File: src/lcdsw_pkg.sv
// lcdsw_pkg: shared types, codes and lookup tables of the segment lcd serial writer
// no dependencies
`timescale 1ns / 1ps

package lcdsw_pkg;

    // request function codes
    typedef enum logic [1:0] {
        FUNC_CMD   = 2'd0,
        FUNC_WRITE = 2'd1,
        FUNC_DIGIT = 2'd2,
        FUNC_DASH  = 2'd3
    } t_func;

    // sequencer states
    typedef enum logic [2:0] {
        ST_IDLE,
        ST_LOAD0,
        ST_WAIT0,
        ST_LOAD1,
        ST_WAIT1
    } t_state;

    // one captured request
    typedef struct packed {
        t_func       func;
        logic [7:0]  cmd_byte;
        logic [5:0]  address;
        logic [3:0]  nibble;
        logic [2:0]  position;
        logic        sign_on;
        logic [7:0]  digit_code;
    } t_req;

    // frame load control from sequencer to shifter
    typedef struct packed {
        logic load;
        logic item_last;
    } t_load_ctl;

    localparam logic [3:0] CMD_PREFIX   = 4'b1000;
    localparam logic [2:0] WRITE_PREFIX = 3'b101;
    localparam int         CMD_BITS     = 12;
    localparam logic [7:0] ASCII_LOWER_A = 8'd97;
    localparam logic [7:0] ASCII_OFFSET  = 8'd87;
    localparam logic [3:0] DASH_FIRST   = 4'h2;
    localparam logic [3:0] DASH_SECOND  = 4'h0;

    // seven-segment pattern of a hex digit
    function automatic logic [6:0] seg_code(input logic [3:0] digit);
        logic [6:0] r;
        unique case (digit)
            4'h0: r = 7'h7D;
            4'h1: r = 7'h60;
            4'h2: r = 7'h3E;
            4'h3: r = 7'h7A;
            4'h4: r = 7'h63;
            4'h5: r = 7'h5B;
            4'h6: r = 7'h5F;
            4'h7: r = 7'h70;
            4'h8: r = 7'h7F;
            4'h9: r = 7'h7B;
            4'hA: r = 7'h77;
            4'hB: r = 7'h4F;
            4'hC: r = 7'h1D;
            4'hD: r = 7'h6E;
            4'hE: r = 7'h1F;
            default: r = 7'h17;
        endcase
        return r;
    endfunction

    // segment address of the low nibble of a digit position
    function automatic logic [4:0] pos_first(input logic [2:0] pos);
        logic [4:0] r;
        unique case (pos)
            3'd1: r = 5'd10;
            3'd2: r = 5'd8;
            3'd3: r = 5'd6;
            3'd4: r = 5'd4;
            3'd5: r = 5'd2;
            3'd6: r = 5'd14;
            3'd7: r = 5'd16;
            default: r = 5'd0;
        endcase
        return r;
    endfunction

    // segment address of the high nibble of a digit position
    function automatic logic [4:0] pos_second(input logic [2:0] pos);
        logic [4:0] r;
        unique case (pos)
            3'd1: r = 5'd9;
            3'd2: r = 5'd7;
            3'd3: r = 5'd5;
            3'd4: r = 5'd3;
            3'd5: r = 5'd1;
            3'd6: r = 5'd13;
            3'd7: r = 5'd15;
            default: r = 5'd0;
        endcase
        return r;
    endfunction

endpackage

File: src/lcdsw_if.sv
// lcdsw_req_if and lcdsw_bit_if: valid/ready channels of the segment lcd serial writer
// depends on lcdsw_pkg
`timescale 1ns / 1ps

interface lcdsw_req_if;
    import lcdsw_pkg::*;
    logic       valid;
    logic       ready;
    t_func      func;
    logic [7:0] cmd_byte;
    logic [5:0] address;
    logic [3:0] nibble;
    logic [2:0] position;
    logic       sign_on;
    logic [7:0] digit_code;

    modport source (
        output valid, func, cmd_byte, address, nibble, position, sign_on, digit_code,
        input  ready
    );
    modport sink (
        input  valid, func, cmd_byte, address, nibble, position, sign_on, digit_code,
        output ready
    );
endinterface

interface lcdsw_bit_if;
    logic valid;
    logic ready;
    logic data_bit;
    logic frame_end;
    logic item_end;

    modport source (
        output valid, data_bit, frame_end, item_end,
        input  ready
    );
    modport sink (
        input  valid, data_bit, frame_end, item_end,
        output ready
    );
endinterface

File: src/lcd_segment_serial_writer_unit.sv
// lcd_segment_serial_writer_unit: top level of the segment lcd serial writer
// depends on lcdsw_pkg, lcdsw_if, lcdsw_frame_build and lcdsw_shifter
`timescale 1ns / 1ps

// Turns one request into the serial frames of a segment lcd controller, one data
// bit per output request, msb first. A command request gives one 12-bit frame
// (1000 + command byte); a nibble write gives one frame of 101, ADDRESS_BITS
// address bits and four data bits; a digit or dash request gives two such write
// frames to the position's address pair. frame_end marks the last bit of every
// frame, item_end the last bit of the request. A bad position or digit code gives
// no output at all. One request is handled at a time: after capture, each frame
// is loaded into the shifter, shifted out bit by bit as the sink takes the bits,
// and waited on until the shifter drains before the next frame or request. The
// single bit shift register sets the pace.

module lcd_segment_serial_writer_unit
    import lcdsw_pkg::*;
#(
    parameter int ADDRESS_BITS = 6
) (
    input  logic          i_clk,
    input  logic          i_rst_n,
    lcdsw_req_if.sink     i_req,
    lcdsw_bit_if.source   o_bit
);

    // frame holds the longer of the command frame and the write frame
    localparam int FW = (ADDRESS_BITS + 7 > CMD_BITS) ? (ADDRESS_BITS + 7) : CMD_BITS;
    localparam int LW = $clog2(FW + 1);

    t_state        r_state, n_state;
    t_req          r_req;
    t_load_ctl     ctl;
    logic          frame_sel;
    logic [FW-1:0] word;
    logic [LW-1:0] len;
    logic          req_ok;
    logic          two_frames;
    logic          shifter_idle;
    logic          accept;

    assign accept = i_req.valid && i_req.ready;

    // capture the request; payload register needs no reset
    always_ff @(posedge i_clk) begin
        if (accept) begin
            r_req.func       <= i_req.func;
            r_req.cmd_byte   <= i_req.cmd_byte;
            r_req.address    <= i_req.address;
            r_req.nibble     <= i_req.nibble;
            r_req.position   <= i_req.position;
            r_req.sign_on    <= i_req.sign_on;
            r_req.digit_code <= i_req.digit_code;
        end
    end

    // frame forming for the current frame slot
    lcdsw_frame_build #(
        .ADDRESS_BITS (ADDRESS_BITS),
        .FW           (FW),
        .LW           (LW)
    ) u_build (
        .i_req       (r_req),
        .i_frame_sel (frame_sel),
        .o_word      (word),
        .o_len       (len),
        .o_ok        (req_ok),
        .o_two       (two_frames)
    );

    // bit shifter, its output register parts the sides
    lcdsw_shifter #(
        .FW (FW),
        .LW (LW)
    ) u_shift (
        .i_clk   (i_clk),
        .i_rst_n (i_rst_n),
        .i_ctl   (ctl),
        .i_word  (word),
        .i_len   (len),
        .o_idle  (shifter_idle),
        .o_bit   (o_bit)
    );

    // sequencer next state
    always_comb begin
        n_state = r_state;
        unique case (r_state)
            ST_IDLE:  if (accept) n_state = ST_LOAD0;
            ST_LOAD0: n_state = req_ok ? ST_WAIT0 : ST_IDLE;
            ST_WAIT0: begin
                if (shifter_idle) n_state = two_frames ? ST_LOAD1 : ST_IDLE;
            end
            ST_LOAD1: n_state = ST_WAIT1;
            ST_WAIT1: if (shifter_idle) n_state = ST_IDLE;
            default:  n_state = ST_IDLE;
        endcase
    end

    // sequencer outputs
    always_comb begin
        i_req.ready   = 1'b0;
        frame_sel     = 1'b0;
        ctl.load      = 1'b0;
        ctl.item_last = 1'b0;
        unique case (r_state)
            ST_IDLE:  i_req.ready = 1'b1;
            ST_LOAD0: begin
                // invalid requests are dropped without any frame
                ctl.load      = req_ok;
                ctl.item_last = !two_frames;
            end
            ST_LOAD1: begin
                frame_sel     = 1'b1;
                ctl.load      = 1'b1;
                ctl.item_last = 1'b1;
            end
            default: begin
                i_req.ready = 1'b0;
            end
        endcase
    end

    always_ff @(posedge i_clk) begin
        if (!i_rst_n) begin
            r_state <= ST_IDLE;
        end else begin
            r_state <= n_state;
        end
    end

endmodule

File: src/lcdsw_frame_build.sv
// lcdsw_frame_build: forms the left-aligned bit frame for one frame slot of a request
// depends on lcdsw_pkg
`timescale 1ns / 1ps

module lcdsw_frame_build
    import lcdsw_pkg::*;
#(
    parameter int ADDRESS_BITS = 6,
    parameter int FW = 13,
    parameter int LW = 4
) (
    input  t_req           i_req,
    input  logic           i_frame_sel,
    output logic [FW-1:0]  o_word,
    output logic [LW-1:0]  o_len,
    output logic           o_ok,
    output logic           o_two
);

    localparam int WW = ADDRESS_BITS + 7;

    logic [7:0]               adj_code;
    logic [7:0]               mapped;
    logic                     digit_ok;
    logic [7:0]               seg;
    logic [4:0]               pos_addr;
    logic [ADDRESS_BITS+5:0]  addr_in_ext;
    logic [ADDRESS_BITS+5:0]  addr_pos_ext;
    logic [ADDRESS_BITS-1:0]  addr_ab;
    logic [3:0]               data;
    logic [WW-1:0]            wr_word;
    logic [FW-1:0]            cmd_aligned;
    logic [FW-1:0]            wr_aligned;

    // ascii a..f folds onto 10..15, anything past 15 is rejected
    assign adj_code = i_req.digit_code - ASCII_OFFSET;
    assign mapped   = (i_req.digit_code >= ASCII_LOWER_A) ? adj_code : i_req.digit_code;
    assign digit_ok = (mapped[7:4] == 4'd0);
    assign seg      = {i_req.sign_on, seg_code(mapped[3:0])};

    assign pos_addr     = i_frame_sel ? pos_second(i_req.position) : pos_first(i_req.position);
    assign addr_in_ext  = {{ADDRESS_BITS{1'b0}}, i_req.address};
    assign addr_pos_ext = {{(ADDRESS_BITS + 1){1'b0}}, pos_addr};

    always_comb begin
        unique case (i_req.func)
            FUNC_WRITE: begin
                addr_ab = addr_in_ext[ADDRESS_BITS-1:0];
                data    = i_req.nibble;
            end
            FUNC_DIGIT: begin
                addr_ab = addr_pos_ext[ADDRESS_BITS-1:0];
                data    = i_frame_sel ? seg[7:4] : seg[3:0];
            end
            default: begin
                addr_ab = addr_pos_ext[ADDRESS_BITS-1:0];
                data    = i_frame_sel ? DASH_SECOND : DASH_FIRST;
            end
        endcase
    end

    assign wr_word     = {WRITE_PREFIX, addr_ab, data};
    assign wr_aligned  = FW'(wr_word) << (FW - WW);
    assign cmd_aligned = FW'({CMD_PREFIX, i_req.cmd_byte}) << (FW - CMD_BITS);

    always_comb begin
        if (i_req.func == FUNC_CMD) begin
            o_word = cmd_aligned;
            o_len  = LW'(CMD_BITS);
        end else begin
            o_word = wr_aligned;
            o_len  = LW'(WW);
        end
    end

    always_comb begin
        unique case (i_req.func)
            FUNC_CMD, FUNC_WRITE: o_ok = 1'b1;
            FUNC_DIGIT:           o_ok = (i_req.position != 3'd0) && digit_ok;
            default:              o_ok = (i_req.position != 3'd0);
        endcase
    end

    assign o_two = (i_req.func == FUNC_DIGIT) || (i_req.func == FUNC_DASH);

endmodule

File: src/lcdsw_shifter.sv
// lcdsw_shifter: msb-first shift register that puts one frame bit per request on the bit channel
// depends on lcdsw_pkg and lcdsw_bit_if
`timescale 1ns / 1ps

module lcdsw_shifter
    import lcdsw_pkg::*;
#(
    parameter int FW = 13,
    parameter int LW = 4
) (
    input  logic           i_clk,
    input  logic           i_rst_n,
    input  t_load_ctl      i_ctl,
    input  logic [FW-1:0]  i_word,
    input  logic [LW-1:0]  i_len,
    output logic           o_idle,
    lcdsw_bit_if.source    o_bit
);

    logic [FW-1:0] r_shift, n_shift;
    logic [LW-1:0] r_cnt, n_cnt;
    logic          r_item_last, n_item_last;
    logic          take;

    assign o_idle          = (r_cnt == '0);
    assign o_bit.valid     = !o_idle;
    assign o_bit.data_bit  = r_shift[FW-1];
    assign o_bit.frame_end = (r_cnt == LW'(1));
    assign o_bit.item_end  = o_bit.frame_end && r_item_last;
    assign take            = o_bit.valid && o_bit.ready;

    always_comb begin
        n_shift     = r_shift;
        n_cnt       = r_cnt;
        n_item_last = r_item_last;
        if (i_ctl.load) begin
            n_shift     = i_word;
            n_cnt       = i_len;
            n_item_last = i_ctl.item_last;
        end else if (take) begin
            n_shift = r_shift << 1;
            n_cnt   = r_cnt - LW'(1);
        end
    end

    always_ff @(posedge i_clk) begin
        if (!i_rst_n) begin
            r_cnt <= '0;
        end else begin
            r_cnt <= n_cnt;
        end
        r_shift     <= n_shift;
        r_item_last <= n_item_last;
    end

endmodule
File: src/flat_wrapper.sv
// flat-port wrapper written by rule: the top's interface ports become plain ports
module lcd_segment_serial_writer_unit_flat import lcdsw_pkg::*;
#(
    parameter int ADDRESS_BITS = 6
)
  (i_clk, i_rst_n, i_req_valid, i_req_func, i_req_cmd_byte, i_req_address, i_req_nibble, i_req_position, i_req_sign_on, i_req_digit_code, i_req_ready, o_bit_valid, o_bit_data_bit, o_bit_frame_end, o_bit_item_end, o_bit_ready);
  lcdsw_req_if i_req_i ();
  lcdsw_bit_if o_bit_i ();
  input  logic i_clk;
  input  logic i_rst_n;
  input wire logic [$bits(i_req_i.valid)-1:0] i_req_valid;
  input wire logic [$bits(i_req_i.func)-1:0] i_req_func;
  input wire logic [$bits(i_req_i.cmd_byte)-1:0] i_req_cmd_byte;
  input wire logic [$bits(i_req_i.address)-1:0] i_req_address;
  input wire logic [$bits(i_req_i.nibble)-1:0] i_req_nibble;
  input wire logic [$bits(i_req_i.position)-1:0] i_req_position;
  input wire logic [$bits(i_req_i.sign_on)-1:0] i_req_sign_on;
  input wire logic [$bits(i_req_i.digit_code)-1:0] i_req_digit_code;
  output wire logic [$bits(i_req_i.ready)-1:0] i_req_ready;
  output wire logic [$bits(o_bit_i.valid)-1:0] o_bit_valid;
  output wire logic [$bits(o_bit_i.data_bit)-1:0] o_bit_data_bit;
  output wire logic [$bits(o_bit_i.frame_end)-1:0] o_bit_frame_end;
  output wire logic [$bits(o_bit_i.item_end)-1:0] o_bit_item_end;
  input wire logic [$bits(o_bit_i.ready)-1:0] o_bit_ready;
  assign i_req_i.valid = i_req_valid;
  assign i_req_i.func = i_req_func;
  assign i_req_i.cmd_byte = i_req_cmd_byte;
  assign i_req_i.address = i_req_address;
  assign i_req_i.nibble = i_req_nibble;
  assign i_req_i.position = i_req_position;
  assign i_req_i.sign_on = i_req_sign_on;
  assign i_req_i.digit_code = i_req_digit_code;
  assign i_req_ready = i_req_i.ready;
  assign o_bit_valid = o_bit_i.valid;
  assign o_bit_data_bit = o_bit_i.data_bit;
  assign o_bit_frame_end = o_bit_i.frame_end;
  assign o_bit_item_end = o_bit_i.item_end;
  assign o_bit_i.ready = o_bit_ready;
  lcd_segment_serial_writer_unit #(.ADDRESS_BITS(ADDRESS_BITS)) u_core (.i_clk(i_clk), .i_rst_n(i_rst_n), .i_req(i_req_i), .o_bit(o_bit_i));
endmodule
File: config.mk
export PLATFORM = sky130hd
export DESIGN_NAME = lcd_segment_serial_writer_unit_flat
export DESIGN_NICKNAME = d
export VERILOG_FILES = /design/src/lcdsw_pkg.sv /design/src/lcdsw_if.sv /design/src/lcd_segment_serial_writer_unit.sv /design/src/lcdsw_frame_build.sv /design/src/lcdsw_shifter.sv /design/src/flat_wrapper.sv
export SDC_FILE = /design/constraint.sdc
export NUM_CORES = 1
export LEC_CHECK = 0
export ABC_AREA = 1
export BUFFER_PORTS_ARGS = -buffer_cell sky130_fd_sc_hd__buf_4
export CORE_MARGIN = 4
export CORE_UTILIZATION = 55
export CTS_CLUSTER_DIAMETER = 120
export DETAILED_ROUTE_END_ITERATION = 12
export HOLD_SLACK_MARGIN = 0.1
export PLACE_DENSITY_LB_ADDON = 0.1
export SLEW_MARGIN = 5
export SYNTH_ARGS = -nofsm -noshare
export SYNTH_HDL_FRONTEND = slang
export SYNTH_SLANG_ARGS = --single-unit
export TNS_END_PERCENT = 20
File: constraint.sdc
create_clock -name i_clk -period 5.9 [get_ports i_clk]
set_clock_uncertainty 0.15 [all_clocks]
set_input_delay 0 -clock i_clk [delete_from_list [all_inputs] [get_ports i_clk]]
set_output_delay 0 -clock i_clk [all_outputs]
set_load 0.01 [all_outputs]
* After elaboration in Yosys (flattened, before gate mapping)
Memories as Yosys holds them, arrays and structs flattened.
Index checks and enable logic that the tools add are counted.
** Storage, ports and cells
- Register bits :: 53
- Latch bits :: 0
- Bits in writable memories :: 0
- Bits in read-only memories :: 112
- Bits of input ports :: 36
- Output and inout bits :: 5
- Logic and storage cells :: 72
- Memories :: 1
** Memory list
- (no name shown) :: depth 16, bits a word 7, read ports 1, clocked after Yosys merged registers in 0, wr ports 0, line lcdsw_pkg.sv:52 : unique case (digit)
** Cells by class
- $add $sub $neg :: 2
- Multipliers :: 0
- Div/mod/pow operators :: 0
- Magnitude comparators :: 1
- Equality and inequality tests :: 18
- Shifts and indexed selects :: 0
- Muxes and demuxes :: 24
- Bitwise operators :: 0
- Reduce and logical (&&, ||, !) cells :: 15
** Operators by type and width (count)
- $pmux 5 s7 :: 1
- $pmux 4 s7 :: 1
- $mux 13 :: 2
- $eq 3x3->1 const B :: 5
- $pmux 3 s5 :: 1
- $eq 3x2->1 const B :: 4
- $mux 4 :: 3
- $mux 11 :: 1
- $mux 3 :: 3
- $ge 8x7->1 const B :: 1
- $logic_not 4->1 :: 2
- $mux 8 :: 1
- $pmux 4 s2 :: 1
- $sub 8x7->8 const B :: 1
- $eq 3x1->1 const B :: 2
- $mux 2 :: 3
- $mux 6 :: 1
- $mux 5 :: 1
- $eq 2x2->1 const B :: 2
- $eq 4x1->1 const B :: 1
- $logic_and 1x1->1 :: 4
- $ne 2x2->1 const B :: 2
- $pmux 2 s2 :: 1
- $sub 4x1->4 const B :: 1
- other kinds (12) :: 15

* Logic depth before layout (Yosys ltp)
- Depth in word-level cells :: 7
- Gate-level depth with buffers :: 19
- Gate-level depth less buffers :: 19

* By module
A second synthesis with hierarchy kept.
** Unflattened totals
- Cell total of the unflattened synthesis :: 348
- Area total of the unflattened synthesis :: 3070.4 µm²
** By module, submodules not included
- lcd_segment_serial_writer_unit :: times used 1, cells an instance 68, area each 1183.6 µm², sequential area each 1021.0 µm²
- lcdsw_frame_build :: times used 1, cells an instance 186, area each 999.7 µm², sequential area each 0.0 µm²
- lcdsw_shifter :: times used 1, cells an instance 94, area each 887.1 µm², sequential area each 500.5 µm²

* Worst setup path after synthesis
OpenSTA, ideal clock, no wires.
- Path kind :: register to register
- Start :: register u_core.r_state[0]
- End :: register u_core.r_req[0] (netlist bit) (enable)
- Setup time :: 421 ps
- Arrival time :: 1909 ps
- Required time :: 5329 ps
- Setup slack :: 3420 ps
- Stages on the path, launching flop included :: 4
- Buffers on the path :: 0
- Period minus slack after synthesis :: 2480 ps
- Cells stage by stage :: dfxtp_1 > nor2_1 > nand2_1 > nor2_1
** Between the ends
- Word-level cells in the longest chain between the ends :: 3
** RTL lines
- start, declared :: line lcd_segment_serial_writer_unit.sv:31 : t_state r_state, n_state;
- start signal, assigned :: line lcd_segment_serial_writer_unit.sv:128 : r_state <= n_state;
- $logic_not 3->1 :: line lcd_segment_serial_writer_unit.sv:106 : unique case (r_state)
- $mux 1 :: line lcd_segment_serial_writer_unit.sv:106
- $logic_and 1x1->1 :: line lcd_segment_serial_writer_unit.sv:42 : assign accept = i_req.valid && i_req.ready;
- net u_core.accept :: line lcd_segment_serial_writer_unit.sv:40 : logic accept;
- end, declared :: line lcd_segment_serial_writer_unit.sv:32 : t_req r_req;
The timed path passes the listed nets, and every way through them passes these cells.
A chain may end at the register's enable or synchronous reset.

* Worst setup path after layout
- Start :: register u_core.r_req[0] (netlist bit)
- End :: register u_core.u_shift.r_shift[5] (enable)
** Between the ends
- Word-level cells in the longest chain between the ends :: 7
- Elaborated cells between the ends (all ways) :: 8
- Those cells by class :: add/sub (1); order compare (1); mux (3); reduce/logical (3)
** RTL lines
- $sub 8x7->8 / $ge 8x7->1 (equally long branches) :: line lcdsw_frame_build.sv:36, lcdsw_frame_build.sv:37
- $mux 8 (*) :: line lcdsw_frame_build.sv:37 : assign mapped = (i_req.digit_code >= ASCII_LOWER_A) ? adj_code : i_req.digit_code;
- $logic_not 4->1 (*) :: line lcdsw_frame_build.sv:38 : assign digit_ok = (mapped[7:4] == 4'd0);
- $logic_and 1x1->1 (*) :: line lcdsw_frame_build.sv:79 : FUNC_DIGIT: o_ok = (i_req.position != 3'd0) && digit_ok;
- $pmux 1 s2 (*) :: line lcdsw_frame_build.sv:77 : unique case (i_req.func)
- $pmux 2 s2 (*) :: line lcd_segment_serial_writer_unit.sv:106
- $reduce_bool 2->1 (no line) (*)
- end signal, assigned :: line lcdsw_shifter.sv:52 : r_shift <= n_shift;
- end, declared :: line lcdsw_shifter.sv:20 : logic [FW-1:0] r_shift, n_shift;
Every way passes the cells marked *; elsewhere a longest branch is shown, timed or not.

==> results.json <==
{
  "status": "finished, final reports clean",
  "rsz0062_at_grt": "no",
  "preCtsSetupSlack_ns": 3.12,
  "layout_common_cells": "64 x nand2_1, 46 x edfxtp_1, 41 x buf_4",
  "fp.dieW_um": 79.8,
  "grt_max_degree": 33,
  "netlist_area_um2": 2830,
  "fmax_ghz": 0.361,
  "coreArea_um2": 4850,
  "detail-route-antenna-nets": 0,
  "root_buffer": "clkbuf_8",
  "grt.total_usage_pct": 21.4,
  "tns_ns": 0,
  "crit_type": "reg2reg",
  "maxCapViolations": 0,
  "timing.final.crit_period_ns": 2.77,
  "grt_pass1_wl_um": 10600,
  "synth_cells": 297,
  "cts.sinks": 53,
  "globalRouteMet1Util_pct": 29.0,
  "cts_buffers": 5,
  "diodes": 0,
  "async_reset_ff_share_pct": 0,
  "start_util_pct": 58.4,
  "wl_per_cell_um": 13.7,
  "ioPinCount": 41,
  "dieArea_um2": 6360,
  "leakagePower_nw": 1.56,
  "final-hold-violation-count": 0,
  "ys_warn_count": 0,
  "wl_um": 6060,
  "grtUsageMet3_pct": 4.29,
  "synth_nets": 345,
  "ir_drop_uv": 226,
  "drive_gt1_share_pct": 19.5,
  "reg2reg_from": "u_core.r_req[0]$_DFFE_PP_",
  "drt_pass1_iterations": 5,
  "synth_seq_cells": 53,
  "drv_slew": 0,
  "critPathLaunchType": "flip-flop",
  "syn_area_per_cell_um2": 9.54,
  "cellPowerDensity_nw_per_um2": 357,
  "dp_hpwl_um": 4060,
  "hp-class": "in2reg",
  "busiest_layer": "met2",
  "synth.distinct_cells": 37,
  "gp_congestion": 0.879,
  "port-buffer-count": 40,
  "nNetsFinal": 422,
  "synthFlopType": "edfxtp_1",
  "insertion_delay_ns": 0.31,
  "cts_resized": 0,
  "setup_viol_count_final": 0,
  "antenna_found_initial": 0,
  "dr.first_iter.drc_count": 183,
  "drc": 0,
  "synth-seq-area-share_pct": 53.7,
  "hold_path_startpoint": "i_req_cmd_byte[7]",
  "fin_crit_sh_pct": 47.0,
  "critPathArrivalTime_ns": 2.58,
  "crit_start": "u_core.r_req[0]$_DFFE_PP_",
  "cts_tree": "done",
  "dr_total_vias": 2304,
  "grt_use_met2_pct": 35.0,
  "worst_slew_margin_rel_pct": 60.2,
  "tightest_slew_ns": 0.596,
  "crit_required_ns": 5.71,
  "h-tree-depth": 2,
  "cts.clk_slew.worst_paths_ns": 0.10,
  "crit_path_end_kind": "flip-flop",
  "path_max_fanout": 15,
  "area_delta_synth_final_pct": 28.7,
  "layout_setup_ws_ns": 3.13,
  "layout_commonest_cell": "nand2_1",
  "synth_edf_count": 46,
  "clock_path_buffers": 2,
  "rows": 25,
  "die_h_um": 79.8,
  "reg2reg_slack_ns": 3.13,
  "viasPerCell": 5.21,
  "grt_pass1_vias": 2311,
  "gr-total-overflow": 0
}
==> worst max-delay path, cell delays in order, from the launching register on <==
cell      delay, ns
edfxtp_1       0.44
inv_1          0.11
ha_1           0.23
nor3b_1        0.14
o21ai_0        0.15
a21oi_1        0.09
o21ai_1        0.13
nand3_1        0.12
nand2_2        0.25
inv_2          0.18
nand2_1        0.43
==> synth_stat cells, types with 3 or more instances <==
master,n,share of area [%]
dfxtp_1,7,4.9
nor3_1,3,0.53
inv_1,29,3.8
ha_1,12,5.3
nand2_1,64,8.5
o21ai_0,14,2.5
nand3_2,3,1.1
nor2_1,24,3.2
edfxtp_1,46,49
nand2_2,8,1.8
buf_6,3,1.2
nand2_4,4,1.6
a21oi_1,17,3.0
o21ai_1,9,1.6
nand3_1,24,4.2
==> sequential cells by signal, indices dropped and copies added, names as in the netlist <==
name                        cells
u_core.u_shift.r_shift         13
u_core.r_req                   32
u_core.u_shift.r_cnt            4
u_core.u_shift.r_item_last      1
u_core.r_state                  3
==> kinds of logic after synthesis <==
family / share of synthesized area (%)
simple gates: 23.3
flops: 53.7
compound gates: 10.4
buf+inv: 6.10
fa+ha+maj: 5.30
xor+xnor: 1.24
==> stage by stage <==
stage	power [mW]	utilization [%]	instance area [um2]	cells	hold WS (ns)
final	1.30	75.2	3650	442	0.245
after global placement	1.02	65.5	3180	399	0.0280
after global routing	1.40	75.2	3650	442	0.239
after floorplan	0.910	-	2830	297	-0.0511
after CTS	1.30	75.2	3650	442	0.240
after detailed placement	1.03	65.5	3180	399	0.0295
==> layout make-up <==
class                           instances  area, um2
Sequential cell                        53       1520
Fill cell                             338       1200
Multi-Input combinational cell        206       1140
Timing Repair Buffer                   76        658
Inverter                               32        123
Tap cell                               67       83.8
Clock buffer                            5       68.8
Clock inverter                          3       50.0
==> layer usage <==
layer  share of wire [%]  wire length [um]  vias to the layer above
met4                 1.1                65                        0
met1                  46              2770                     1036
met3                 6.1               370                        7
li1                    -                 -                     1167
met5                   0                 0                        -
met2                  47              2860                       94
==> power by group <==
| part | leakage [nW] | internal (mW) | switching, mW |
|---|---|---|---|
| Sequential | 0.498 | 0.541 | 0.0413 |
| Clock | 0.0603 | 0.130 | 0.125 |
| Combinational | 1.00 | 0.179 | 0.284 |
==> path summary, 6_finish.rpt <==
path | cells past startpoint | to
worst min register to register | 1 | u_core.u_shift.r_shift[12]$_SDFFCE_PP1P_
worst min-delay path | 2 | u_core.r_req[29]$_DFFE_PP_
worst max register to register | 10 | u_core.u_shift.r_shift[5]$_DFFE_PP_
worst max-delay path | 10 | u_core.u_shift.r_shift[5]$_DFFE_PP_
==> what timing repair did <==
item                      CTS  global route
hold endpoints to repair   39             0
hold buffers               35             0
setup buffers               0             0
(Power assumes the default switching activity.)
